File: config.mk
export PLATFORM = sky130hd
export DESIGN_NAME = fca_ctrl_flat
export DESIGN_NICKNAME = d
export VERILOG_FILES = /design/src/hdl/fca_pkg.sv /design/src/hdl/fca_if.sv /design/src/hdl/fca_ctrl.sv /design/src/flat_wrapper.sv
export SDC_FILE = /design/constraint.sdc
export NUM_CORES = 1
export LEC_CHECK = 0
export BUFFER_PORTS_ARGS = -buffer_cell sky130_fd_sc_hd__buf_2
export CAP_MARGIN = 20
export CORE_AREA = 2 2 119 167
export CTS_BUF_LIST = sky130_fd_sc_hd__clkbuf_16
export DETAILED_ROUTE_END_ITERATION = 6
export DIE_AREA = 0 0 121 169
export MAX_ROUTING_LAYER = met4
export PLACE_DENSITY = 0.72
export SKIP_CTS_REPAIR_TIMING = 1
export SLEW_MARGIN = 10
export SYNTH_ARGS = -nofsm -noshare
export SYNTH_HDL_FRONTEND = slang
export SYNTH_SLANG_ARGS = --single-unit
export TNS_END_PERCENT = 30
File: constraint.sdc
create_clock -name clk -period 5.1 [get_ports clk]
set_input_delay 0.51 -clock clk [delete_from_list [all_inputs] [get_ports clk]]
set_output_delay 0.51 -clock clk [all_outputs]
set_load 0.01 [all_outputs]
File: src/hdl/fca_pkg.sv
`timescale 1ns / 1ps

package fca_pkg;

	localparam int OP_W     = 2;
	localparam int INDEX_W  = 12;
	localparam int VALUE_W  = 32;
	localparam int LIMIT_W  = 13;
	localparam int CURSOR_W = 12;

	typedef enum logic [OP_W-1:0] {
		OP_READ   = 2'd0,
		OP_WRITE  = 2'd1,
		OP_ALLOC  = 2'd2,
		OP_EXTEND = 2'd3
	} op_t;

	localparam logic ST_OK   = 1'b0;
	localparam logic ST_FULL = 1'b1;

	localparam logic [LIMIT_W-1:0]  FIRST_CLUSTER = 13'd2;
	localparam logic [LIMIT_W-1:0]  LIMIT_RESET   = 13'd4096;
	localparam logic [CURSOR_W-1:0] CURSOR_RESET  = 12'd2;
	localparam logic [VALUE_W-1:0]  END_OF_CHAIN  = 32'hFFFF_FFFF;

	// Status flags from the sequencer to the top level.
	typedef struct packed {
		logic clearing;
		logic scanning;
	} ctrl_status_t;

endpackage

File: src/hdl/fca_if.sv
`timescale 1ns / 1ps

interface fca_req_if;
	logic                           valid;
	logic                           ready;
	logic [fca_pkg::OP_W-1:0]       operation;
	logic [fca_pkg::INDEX_W-1:0]    entry_index;
	logic [fca_pkg::VALUE_W-1:0]    entry_value;

	modport source (output valid, output operation, output entry_index, output entry_value,
		input ready);
	modport sink (input valid, input operation, input entry_index, input entry_value,
		output ready);
endinterface

interface fca_rsp_if;
	logic                           valid;
	logic                           ready;
	logic [fca_pkg::VALUE_W-1:0]    result_value;
	logic                           status;

	modport source (output valid, output result_value, output status, input ready);
	modport sink (input valid, input result_value, input status, output ready);
endinterface

File: src/hdl/fca_ctrl.sv
`timescale 1ns / 1ps

module fca_ctrl #(
	parameter int TABLE_DEPTH = 4096,
	localparam int AW = $clog2(TABLE_DEPTH)
) (
	input  logic                          clk,
	input  logic                          arst_n,
	fca_req_if.sink                       req,
	fca_rsp_if.source                     rsp,
	input  logic [fca_pkg::LIMIT_W-1:0]   limit,
	output logic                          mem_rd_en,
	output logic [AW-1:0]                 mem_rd_addr,
	input  logic [fca_pkg::VALUE_W-1:0]   mem_rd_data,
	output logic                          mem_wr_en,
	output logic [AW-1:0]                 mem_wr_addr,
	output logic [fca_pkg::VALUE_W-1:0]   mem_wr_data,
	output fca_pkg::ctrl_status_t         status
);
	import fca_pkg::*;

	typedef enum logic [2:0] {
		S_CLEAR,
		S_IDLE,
		S_READ,
		S_SCAN,
		S_LINK,
		S_MARK,
		S_DELIVER
	} state_t;

	state_t               state_q;
	op_t                  op_q;
	logic [INDEX_W-1:0]   idx_q;
	logic                 idx_ok_q;
	logic [CURSOR_W-1:0]  cursor_q;
	logic [AW-1:0]        clr_addr_q;
	logic [LIMIT_W-1:0]   scan_c_q;
	logic [LIMIT_W-1:0]   issued_q;
	logic [LIMIT_W-1:0]   total_q;
	logic                 pend_valid_s1;
	logic                 pend_last_s1;
	logic [LIMIT_W-1:0]   pend_c_s1;
	logic [LIMIT_W-1:0]   found_q;
	logic [VALUE_W-1:0]   res_value_q;
	logic                 res_status_q;
	logic                 out_valid_q;
	logic [VALUE_W-1:0]   out_value_q;
	logic                 out_status_q;

	logic                 accept;
	op_t                  req_op;
	logic                 req_idx_ok;
	logic [LIMIT_W-1:0]   cur_ext;
	logic [LIMIT_W-1:0]   start;
	logic [LIMIT_W-1:0]   lim_last;
	logic                 issue;
	logic                 hit;
	logic                 out_free;

	assign req.ready  = (state_q == S_IDLE);
	assign accept     = req.valid && req.ready;
	assign req_op     = op_t'(req.operation);
	assign req_idx_ok = (32'(req.entry_index) < TABLE_DEPTH);

	// The next-fit start falls back to the first cluster when the cursor is out of range.
	assign cur_ext  = LIMIT_W'(cursor_q);
	assign start    = (cur_ext >= FIRST_CLUSTER && cur_ext < limit) ? cur_ext : FIRST_CLUSTER;
	assign lim_last = limit - LIMIT_W'(1);

	assign issue    = (state_q == S_SCAN) && (issued_q != total_q);
	assign hit      = pend_valid_s1 && (mem_rd_data == '0);
	assign out_free = !out_valid_q || rsp.ready;

	always_comb begin
		mem_rd_en   = 1'b0;
		mem_rd_addr = AW'(req.entry_index);
		mem_wr_en   = 1'b0;
		mem_wr_addr = AW'(req.entry_index);
		mem_wr_data = req.entry_value;
		unique case (state_q)
			S_CLEAR: begin
				mem_wr_en   = 1'b1;
				mem_wr_addr = clr_addr_q;
				mem_wr_data = '0;
			end
			S_IDLE: begin
				mem_rd_en = accept && (req_op == OP_READ) && req_idx_ok;
				mem_wr_en = accept && (req_op == OP_WRITE) && req_idx_ok;
			end
			S_SCAN: begin
				mem_rd_en   = issue;
				mem_rd_addr = AW'(scan_c_q);
			end
			S_LINK: begin
				mem_wr_en   = 1'b1;
				mem_wr_addr = AW'(idx_q);
				mem_wr_data = VALUE_W'(found_q);
			end
			S_MARK: begin
				mem_wr_en   = 1'b1;
				mem_wr_addr = AW'(found_q);
				mem_wr_data = END_OF_CHAIN;
			end
			default: begin
			end
		endcase
	end

	always_ff @(posedge clk or negedge arst_n) begin
		if (!arst_n) begin
			state_q       <= S_CLEAR;
			clr_addr_q    <= '0;
			cursor_q      <= CURSOR_RESET;
			pend_valid_s1 <= 1'b0;
			out_valid_q   <= 1'b0;
		end else begin
			unique case (state_q)
				S_CLEAR: begin
					clr_addr_q <= clr_addr_q + AW'(1);
					if (clr_addr_q == AW'(TABLE_DEPTH - 1)) begin
						state_q <= S_IDLE;
					end
				end
				S_IDLE: begin
					if (accept) begin
						op_q          <= req_op;
						idx_q         <= req.entry_index;
						idx_ok_q      <= req_idx_ok;
						pend_valid_s1 <= 1'b0;
						scan_c_q      <= start;
						issued_q      <= '0;
						total_q       <= limit - FIRST_CLUSTER;
						unique case (req_op) inside
							OP_READ: begin
								state_q <= S_READ;
							end
							OP_WRITE: begin
								res_value_q  <= '0;
								res_status_q <= ST_OK;
								state_q      <= S_DELIVER;
							end
							OP_ALLOC, OP_EXTEND: begin
								if (limit <= FIRST_CLUSTER) begin
									res_value_q  <= END_OF_CHAIN;
									res_status_q <= ST_FULL;
									state_q      <= S_DELIVER;
								end else begin
									state_q <= S_SCAN;
								end
							end
							default: begin
							end
						endcase
					end
				end
				S_READ: begin
					res_value_q  <= idx_ok_q ? mem_rd_data : '0;
					res_status_q <= ST_OK;
					state_q      <= S_DELIVER;
				end
				S_SCAN: begin
					// Reads are issued one a cycle; each is checked when its data returns.
					// After the last read has been issued nothing more is issued.
					if (issue) begin
						scan_c_q <= (scan_c_q == lim_last) ? FIRST_CLUSTER
							: scan_c_q + LIMIT_W'(1);
						issued_q <= issued_q + LIMIT_W'(1);
					end
					pend_valid_s1 <= issue && !hit;
					pend_c_s1     <= scan_c_q;
					pend_last_s1  <= (issued_q == total_q - LIMIT_W'(1));
					if (hit) begin
						found_q <= pend_c_s1;
						state_q <= (op_q == OP_EXTEND && idx_ok_q) ? S_LINK : S_MARK;
					end else if (pend_valid_s1 && pend_last_s1) begin
						res_value_q  <= END_OF_CHAIN;
						res_status_q <= ST_FULL;
						state_q      <= S_DELIVER;
					end
				end
				S_LINK: begin
					state_q <= S_MARK;
				end
				S_MARK: begin
					cursor_q     <= CURSOR_W'(found_q + LIMIT_W'(1));
					res_value_q  <= VALUE_W'(found_q);
					res_status_q <= ST_OK;
					state_q      <= S_DELIVER;
				end
				S_DELIVER: begin
					if (out_free) begin
						state_q <= S_IDLE;
					end
				end
				default: begin
					state_q <= S_IDLE;
				end
			endcase

			if (state_q == S_DELIVER && out_free) begin
				out_valid_q  <= 1'b1;
				out_value_q  <= res_value_q;
				out_status_q <= res_status_q;
			end else if (rsp.ready) begin
				out_valid_q <= 1'b0;
			end
		end
	end

	assign rsp.valid        = out_valid_q;
	assign rsp.result_value = out_value_q;
	assign rsp.status       = out_status_q;

	assign status.clearing = (state_q == S_CLEAR);
	assign status.scanning = (state_q == S_SCAN);

endmodule
File: src/flat_wrapper.sv
// flat-port wrapper written by rule: the top's interface ports become plain ports
module fca_ctrl_flat import fca_pkg::*;
#(
	parameter int TABLE_DEPTH = 4096,
	localparam int AW = $clog2(TABLE_DEPTH)
)
  (clk, arst_n, limit, mem_rd_en, mem_rd_addr, mem_rd_data, mem_wr_en, mem_wr_addr, mem_wr_data, status, req_valid, req_operation, req_entry_index, req_entry_value, req_ready, rsp_valid, rsp_result_value, rsp_status, rsp_ready);
  fca_req_if req_i ();
  fca_rsp_if rsp_i ();
  input  logic clk;
  input  logic arst_n;
  input  logic [fca_pkg::LIMIT_W-1:0] limit;
  output logic mem_rd_en;
  output logic [AW-1:0] mem_rd_addr;
  input  logic [fca_pkg::VALUE_W-1:0] mem_rd_data;
  output logic mem_wr_en;
  output logic [AW-1:0] mem_wr_addr;
  output logic [fca_pkg::VALUE_W-1:0] mem_wr_data;
  output fca_pkg::ctrl_status_t status;
  input wire logic [$bits(req_i.valid)-1:0] req_valid;
  input wire logic [$bits(req_i.operation)-1:0] req_operation;
  input wire logic [$bits(req_i.entry_index)-1:0] req_entry_index;
  input wire logic [$bits(req_i.entry_value)-1:0] req_entry_value;
  output wire logic [$bits(req_i.ready)-1:0] req_ready;
  output wire logic [$bits(rsp_i.valid)-1:0] rsp_valid;
  output wire logic [$bits(rsp_i.result_value)-1:0] rsp_result_value;
  output wire logic [$bits(rsp_i.status)-1:0] rsp_status;
  input wire logic [$bits(rsp_i.ready)-1:0] rsp_ready;
  assign req_i.valid = req_valid;
  assign req_i.operation = req_operation;
  assign req_i.entry_index = req_entry_index;
  assign req_i.entry_value = req_entry_value;
  assign req_ready = req_i.ready;
  assign rsp_valid = rsp_i.valid;
  assign rsp_result_value = rsp_i.result_value;
  assign rsp_status = rsp_i.status;
  assign rsp_i.ready = rsp_ready;
  fca_ctrl #(.TABLE_DEPTH(TABLE_DEPTH)) u_core (.clk(clk), .arst_n(arst_n), .req(req_i), .rsp(rsp_i), .limit(limit), .mem_rd_en(mem_rd_en), .mem_rd_addr(mem_rd_addr), .mem_rd_data(mem_rd_data), .mem_wr_en(mem_wr_en), .mem_wr_addr(mem_wr_addr), .mem_wr_data(mem_wr_data), .status(status));
endmodule
# Word level (Yosys, flattened, before mapping)
# Index checks and enable logic that the tools add are counted.
[totals]
regBits = 175
input_bits = 95
wordCells = 120
[op_classes]
addsub = 7
order_cmp = 3
n_eq_ne = 24
n_mux = 38
reduce_logical = 31
[ops]
columns = ["operator", "count"]
rows = [
  ["$mux 32", 4],
  ["$pmux 32 s4", 1],
  ["$pmux 32 s3", 1],
  ["$mux 13", 5],
  ["$pmux 32 s2", 1],
  ["$pmux 13 s2", 2],
  ["$pmux 12 s3", 1],
  ["$logic_not 32->1", 1],
  ["$add 13x1->13 const B", 2],
  ["$eq 13x13->1", 2],
  ["$sub 13x1->13 const B", 2],
  ["$add 12x1->12 const B", 2],
  ["$mux 12", 2],
  ["$mux 3", 6],
  ["$pmux 3 s6", 1],
  ["$reduce_and 7->1", 2],
  ["$le 13x2->1 const B", 1],
  ["$lt 12x13->1", 1],
  ["$ne 13x13->1", 1],
  ["$sub 13x2->13 const B", 1],
  ["$eq 12x12->1 const B", 1],
  ["$ge 12x2->1 const B", 1],
  ["$eq 3x3->1 const B", 3],
  ["$logic_and 1x1->1", 9],
  ["other kinds (26)", 50],
]

# Depth between registers and ports, before layout
# Gate-level depths: netlist (run 1).
[logic_depth]
ltp_word = 5
ltp_mapped = 10
mapped_depth_nobuf = 8

# Worst setup path after synthesis (run 1)
# Ideal clock, no wire load.
[synth_path]
path_kind = "register -> register"
startpoint = "register u_core.state_q[0]"
endpoint = "register u_core.out_value_q[0], in the netlist u_core.rsp.result_value[0], enable pin"
arrival_ns = 3.347
slack_ns = 1.288
path_stages_with_launch = 5
n_path_buf = 3
period_less_slack_ns = 3.812
cell_sequence = "dfrtp_1 -> clkbuf_1 -> buf_1 -> clkbuf_1 -> nor3_1"
[synth_between]
elab_chain_len = 3
[synth_rtl]
columns = ["element", "line", "rtl"]
rows = [
  ["start, declared", "fca_ctrl.sv:32", "state_t state_q;"],
  ["start signal, assigned", "fca_ctrl.sv:175", "state_q <= (op_q == OP_EXTEND && idx_ok_q) ? S_LINK : S_MARK;"],
  ["$eq 3x3->1", "fca_ctrl.sv:201", "if (state_q == S_DELIVER && out_free) begin"],
  ["$logic_and 1x1->1", "fca_ctrl.sv:201", ""],
  ["$reduce_and 2->1 (no line)", "--", ""],
  ["end signal, assigned", "fca_ctrl.sv:203", "out_value_q <= res_value_q;"],
  ["end, declared", "fca_ctrl.sv:48", "logic [VALUE_W-1:0] out_value_q;"],
]
# No other way between the ends.
# A chain may end at the register's enable or synchronous reset.

# Final worst setup path (run 1)
[layout_path]
startpoint = "register u_core.state_q[1]"
endpoint = "output mem_rd_en"
[layout_between]
elab_chain_len = 4
elab_cells_between_ends = 6
classes_between = "eq/ne: 2; mux: 1; reduce/logical: 3"
[layout_rtl]
columns = ["element", "line", "rtl"]
rows = [
  ["$eq 3x1->1", "fca_ctrl.sv:61, fca_ctrl.sv:81", ""],
  ["$logic_and 1x1->1", "fca_ctrl.sv:62", "assign accept = req.valid && req.ready;"],
  ["$logic_and 1x1->1", "fca_ctrl.sv:88", "mem_rd_en = accept && (req_op == OP_READ) && req_idx_ok;"],
  ["$pmux 1 s2 *", "fca_ctrl.sv:81", "unique case (state_q)"],
  ["end, declared", "flat_wrapper.sv:13", "output logic mem_rd_en;"],
]
# Mark *: on every way between the ends. The rest lies on a longest branch, timed or not.

==> reports/metrics.csv, run 1 <==
stage;metric;value;unit
layout;nNetsFinal;1150;
timing;timing.final.crit_share;77.3;%
pwr;power;3.03;mW
global_route;first_global_vias;7105;
synthesis;synth-edff-count;146;
routing;vias_per_cell;5.73;
clock_tree;cts_tree;yes;
synthesis;syn_avg_cell_area;10.6;µm²
routing;routed-wl-met2;12700;µm
routing;via_count;7431;
global_route;grt.total_usage;24.9;%
placement;dpl_worst_slack;1450;ps
synthesis;yosysWarnings;0;
global_route;grt_pass1_wl;37500;µm
pwr;power_density;275;nW/µm²
placement;gp_congestion;0.949;
critical_path;cp_max_fo;35;
layout;final_cells;1296;
critical_path;path_cells;nor2b_2 > buf_4 > nand2_1 > inv_1 > o41ai_1 > o31ai_1 > buf_2;
critical_path;reg2reg_depth;7;
floorplan;die_y;169;µm
run;drv_cap;0;
floorplan;start_util;48.8;%
clock_tree;cts_buffers;17;
critical_path;worstPathArrival;3430;ps
routing;routed-wl-met3;1410;µm
layout;final_common_cell;buf_2;
timing;hold_viol_final;0;
synthesis;yosys.cell_types.count;55;
timing;finalSetupViolCount;0;
synthesis;ys_ff_latch;175;
clock_tree;root_buffer;clkbuf_16;
routing;highest_layer;met4;
layout;final_cell_area;11000;µm²
routing;drc;0;
clock_tree;clk_latency;440;ps
routing;wl_per_cell;19.1;µm
synthesis;yosysSeqAreaShare;55.1;%
critical_path;cp-start-kind;register;
placement;placed_area;10400;µm²
clock_tree;clk_pin_slew_worst_paths;90;ps
timing;clock.fmax;254;MHz
layout;syn2layout_area_growth;18.9;%
synthesis;synth_area;9270;µm²
pwr;leakage;4.48;nW
timing;slew_violations;0;
critical_path;cp.required;4590;ps
timing;rsz0062_at_grt;no;
routing;met1_length;9660;µm
timing;fin_ws;1160;ps
placement;dp.cells;1264;
synthesis;postSynthCellCount;875;
timing;tns;0;ps
synthesis;ys_top_cells_by_area;edfxtp_1 (47%), dfrtp_1 (7.6%), nand2_1 (5.5%), xnor2_1 (4.6%), xor2_1 (3.5%);
clock_tree;cts_buffer_depth;2;
timing;max_slew_margin;29.1;%
floorplan;die_x;121;µm
layout;layout_common_cells;buf_2 (189), edfxtp_1 (146), nand2_1 (135);
synthesis;synth_top_area_cell;edfxtp_1;
critical_path;cpMaxStageDelayCell;dfrtp_1;
placement;io_buffers;189;
floorplan;pin_count;190;
global_route;globalRouteOverflowTotal;0;
floorplan;core_area;19000;µm²
synthesis;synth_fp_nets;990;
global_route;grt_start_max_net_pins;42;
routing;antenna_left;0;
routing;drt-initial-drc-count;715;
routing;first_pass_iters;5;
synthesis;synth_top_area_share;47.3;%
floorplan;rows;60;
routing;route.final.wire_length;24800;µm
layout;drive_gt1_share;23.5;%
status;status;finished clean;
timing;worst_pin_slew;1050;ps
floorplan;dieArea;20400;µm²
timing;clock_skew;22.1;ps
min_path;hold_class;primary input to async pin;
synthesis;ys.flop_type;edfxtp_1;
global_route;antenna_found_initial;0;
critical_path;criticalPathCategory;register to output port;
clock_tree;cts_htree_levels;4;
pwr;ir_worst_vdd;0.000217;V
placement;hpwlAfterDp;18000;µm
clock_tree;clkSinkCount;175;
critical_path;max_stage_delay;920;ps
critical_path;endpoint_kind;output port;
timing;min_period;3940;ps
layout;diodes;0;
synthesis;postSynth.asyncResetShare;16.6;%
==> state kept, by name, summed over array words and instances, names as in the netlist <==
name / count
u_core.res_value_q: 32
u_core.rsp.result_value: 32
u_core.found_q: 13
u_core.issued_q: 13
u_core.pend_c_s1: 13
u_core.scan_c_q: 13
u_core.total_q: 13
u_core.clr_addr_q: 12
u_core.cursor_q: 12
u_core.idx_q: 12
u_core.state_q: 3
u_core.op_q: 2
u_core.pend_last_s1: 1
u_core.pend_valid_s1: 1
u_core.res_status_q: 1
u_core.rsp.status: 1
u_core.rsp.valid: 1
==> report_power, final <==
part	internal (mW)	switching [mW]
Clock	0.717	0.639
Sequential	1.54	0.0000000000000000156
Combinational	0.0575	0.0791
Total	2.31	0.718
==> logic make-up after synthesis <==
| kind of cell | synth area share [%] |
|---|---|
| AO/OA/AOI/OAI | 12.4 |
| XOR/XNOR | 8.13 |
| adder cells (fa/ha/maj) | 2.70 |
| buffers and inverters | 3.55 |
| flip-flops | 55.1 |
| multiplexers | 1.75 |
| AND/OR/NAND/NOR | 16.3 |
==> cells in the mapped netlist, types with 20 or more instances <==
master and instances:
edfxtp_1 146, nand2_1 135, nor2_1 67, o21ai_0 52, clkbuf_1 49, xnor2_1 49, xor2_1 37, a21oi_1 28
dfrtp_1 28, inv_1 26, a21o_1 25, nand3_1 23, ha_1 20
==> worst paths after layout <==
| kind | from | end | slack (ps) |
|---|---|---|---|
| setup / recovery | u_core.state_q[1] | mem_rd_en | 1160 |
| hold / removal | arst_n | u_core.clr_addr_q[11] | 130 |
| setup reg to reg | u_core.state_q[1] | u_core.scan_c_q[4] | 1600 |
| hold reg to reg | u_core.res_value_q[23] | u_core.rsp.result_value[23] | 420 |
| max in group asynchronous | arst_n | u_core.state_q[0] | 4430 |
| min in group clk | req_entry_index[2] | u_core.idx_q[2] | 330 |
==> cell type report <==
cell class,count,area [µm²]
fill,1589,7970
sequential,175,5110
multi-input combinational,617,3860
timing repair buffer,198,1010
clock buffer,17,425
tap,248,310
clock inverter,15,208
inverter,26,97.6
==> routing by layer <==
layer	up-vias	track usage, %
li1	3487	-
met5	-	-
met3	66	3.98
met4	0	11.7
met2	337	42.0
met1	3541	28.9
==> worst max-delay path: cells and delay by family (launching register included) <==
kind            cells  cell delay [ps]
compound gates      2              570
flops               1              920
buf+inv             3             1100
simple gates        2              390
==> stage by stage <==
| stage | hold slack (ps) | utilization (%) |
|---|---|---|
| after floorplan | 214 | - |
| after global placement | 400 | 54.7 |
| after detailed placement | 405 | 54.7 |
| after CTS | 143 | 58.0 |
| after global routing | 185 | 58.0 |
| final | 127 | 58.0 |
(Power assumes the default switching activity.)
==> run 2, diff against run 1 <==
Settings changed: PLACE_DENSITY 0.72 to 0.75.
Clock period 5.1 ns to 3.15 ns, I/O delays scaled along.
==> run 2 against run 1 <==
  * Wire length up 1.2%
  * Sequential power up 62%
  * Worst setup slack worse by 940 ps
  * Critical path depth unchanged
  * Hold slack worse by 16 ps
  * Largest power group unchanged
==> reports/metrics.csv, run 2 (same netlist as run 1, synthesis figures left out) <==
stage;metric;value;unit
clock_tree;cts_htree_levels;4;
timing;rsz0062_at_grt;no;
pwr;power;4.94;mW
placement;hpwlAfterDp;18600;µm
clock_tree;cts_tree;yes;
global_route;grtUsageMet1;28.1;%
critical_path;criticalPathCategory;register to output port;
timing;holdWs;111;ps
layout;final_cell_area;11200;µm²
min_path;hold_class;primary input to register;
layout;drive_gt1_share;24.8;%
layout;nFillCells;1547;
pwr;swShare;22.8;%
layout;nNetsFinal;1170;
routing;route.final.wire_length;25100;µm
run;drv_cap;0;
layout;multi_input_area;3860;µm²
timing;hold_viol_final;0;
floorplan;die_x;121;µm
pwr;ir_worst_vdd;0.000427;V
critical_path;cp.required;2830;ps
pwr;p_seq_share;50.3;%
floorplan;rows;60;
routing;antenna_left;0;
layout;layout_common_cells;buf_2 (189), edfxtp_1 (146), nand2_1 (135);
critical_path;worstPathArrival;2620;ps
global_route;antenna_found_initial;0;
status;status;finished clean;
clock_tree;cts_buffers;17;
timing;max_slew_margin;30.9;%
floorplan;die_y;169;µm
floorplan;dieArea;20400;µm²
global_route;use_met2;44.8;%
placement;gp_congestion;0.875;
critical_path;endpoint_kind;output port;
routing;drt-initial-drc-count;519;
global_route;gr-usage-met3;4.04;%
global_route;first_global_vias;7123;
floorplan;start_util;48.8;%
layout;seq_area;5110;µm²
placement;placed_area;10500;µm²
layout;final_common_cell;buf_2;
global_route;grt.total_usage;25.2;%
placement;dpl_worst_slack;97.5;ps
floorplan;pin_count;190;
timing;clock.fmax;341;MHz
clock_tree;clk_pin_slew_worst_paths;70;ps
pwr;leakage;4.57;nW
routing;via_count;7470;
global_route;grt_start_max_net_pins;42;
routing;first_pass_iters;4;
global_route;globalRouteOverflowTotal;0;
min_path;hold_path_depth;1;
global_route;grt_pass1_wl;38000;µm
critical_path;cp_max_fo;8;
pwr;p_int;3.81;mW
clock_tree;root_buffer;clkbuf_16;
timing;timing.final.crit_share;93.1;%
pwr;power_density;442;nW/µm²
placement;io_buffers;189;
clock_tree;cts_buffer_depth;2;
critical_path;reg2reg_depth;8;
pwr;pwr-share-clk;45.1;%
global_route;top_usage_layer;met2;
timing;fin_ws;216;ps
pwr;power.switching;1.13;mW
timing;worst_pin_slew;1030;ps
routing;wl_per_cell;19.1;µm
timing;finalSetupViolCount;0;
timing;clock_skew;10.2;ps
timing;min_period;2930;ps
floorplan;core_area;19000;µm²
timing;slew_violations;0;
critical_path;cp-start-kind;register;
clock_tree;clk_latency;440;ps
routing;vias_per_cell;5.68;
routing;drc;0;
pwr;combPwrFrac;4.6;%
layout;diodes;0;
clock_tree;clkSinkCount;175;
layout;syn2layout_area_growth;20.7;%
run 2: cell types whose count changed in the layout (fill, tap and decap cells not counted), sizes merged:
cell / delta
bufinv: +1
dlygate4sd3: +1
clkinvlp: +1
buf: +19
clkinv: -2
run 2: path summary, 6_finish.rpt:
| path | start | endpoint | slack, ps |
|---|---|---|---|
| worst max register to register | u_core.total_q[0] | u_core.pend_last_s1 | 470 |
| worst min register to register | u_core.res_value_q[2] | u_core.rsp.result_value[2] | 410 |
| min in group asynchronous | arst_n | u_core.state_q[2] | 350 |
| max in group asynchronous | arst_n | u_core.state_q[0] | 2200 |
| worst max-delay path | u_core.issued_q[2] | mem_rd_en | 220 |
| worst min-delay path | req_entry_index[7] | u_core.idx_q[7] | 110 |
run 2: through the flow:
| step | instances | util [%] | TNS (ps) |
|---|---|---|---|
| final | 1316 | 58.9 | 0 |
| after floorplan | 875 | - | -7640 |
| after global routing | 1316 | 58.9 | 0 |
| after global placement | 1283 | 55.5 | 0 |
| after CTS | 1315 | 58.9 | 0 |
| after detailed placement | 1283 | 55.5 | 0 |
run 2: final cells by class:
type	count	share of cell area, %
inverter	26	0.872
clock inverter	15	1.90
clock buffer	17	3.80
sequential	175	45.7
timing repair buffer	218	10.4
multi-input combinational	617	34.5
tap	248	2.77
run 2: power groups by stage:
| stage | clock, mW | combinational (mW) | sequential (mW) |
|---|---|---|---|
| floorplan | 0 | 0.0941 | 2.54 |
| detailed placement | 0 | 0.224 | 2.54 |
| global placement | 0 | 0.221 | 2.54 |
| CTS | 2.25 | 0.226 | 2.49 |
| global route | 2.35 | 0.246 | 2.49 |
| finish | 2.23 | 0.226 | 2.49 |
run 2: worst max-delay path, stage by stage, from the launching register on:
cell and delay (ps):
edfxtp_1 530, xor2_1 230, nor4_1 320, nand4_1 130
o41ai_1 520, buf_4 240, o31ai_1 60, buf_2 150
run 2: per-layer routing:
metal | vias up | part of all wire [%]
li1 | 3530 | -
met3 | 47 | 5.7
met5 | - | 0
met1 | 3586 | 38
met2 | 307 | 54
met4 | 0 | 2.9
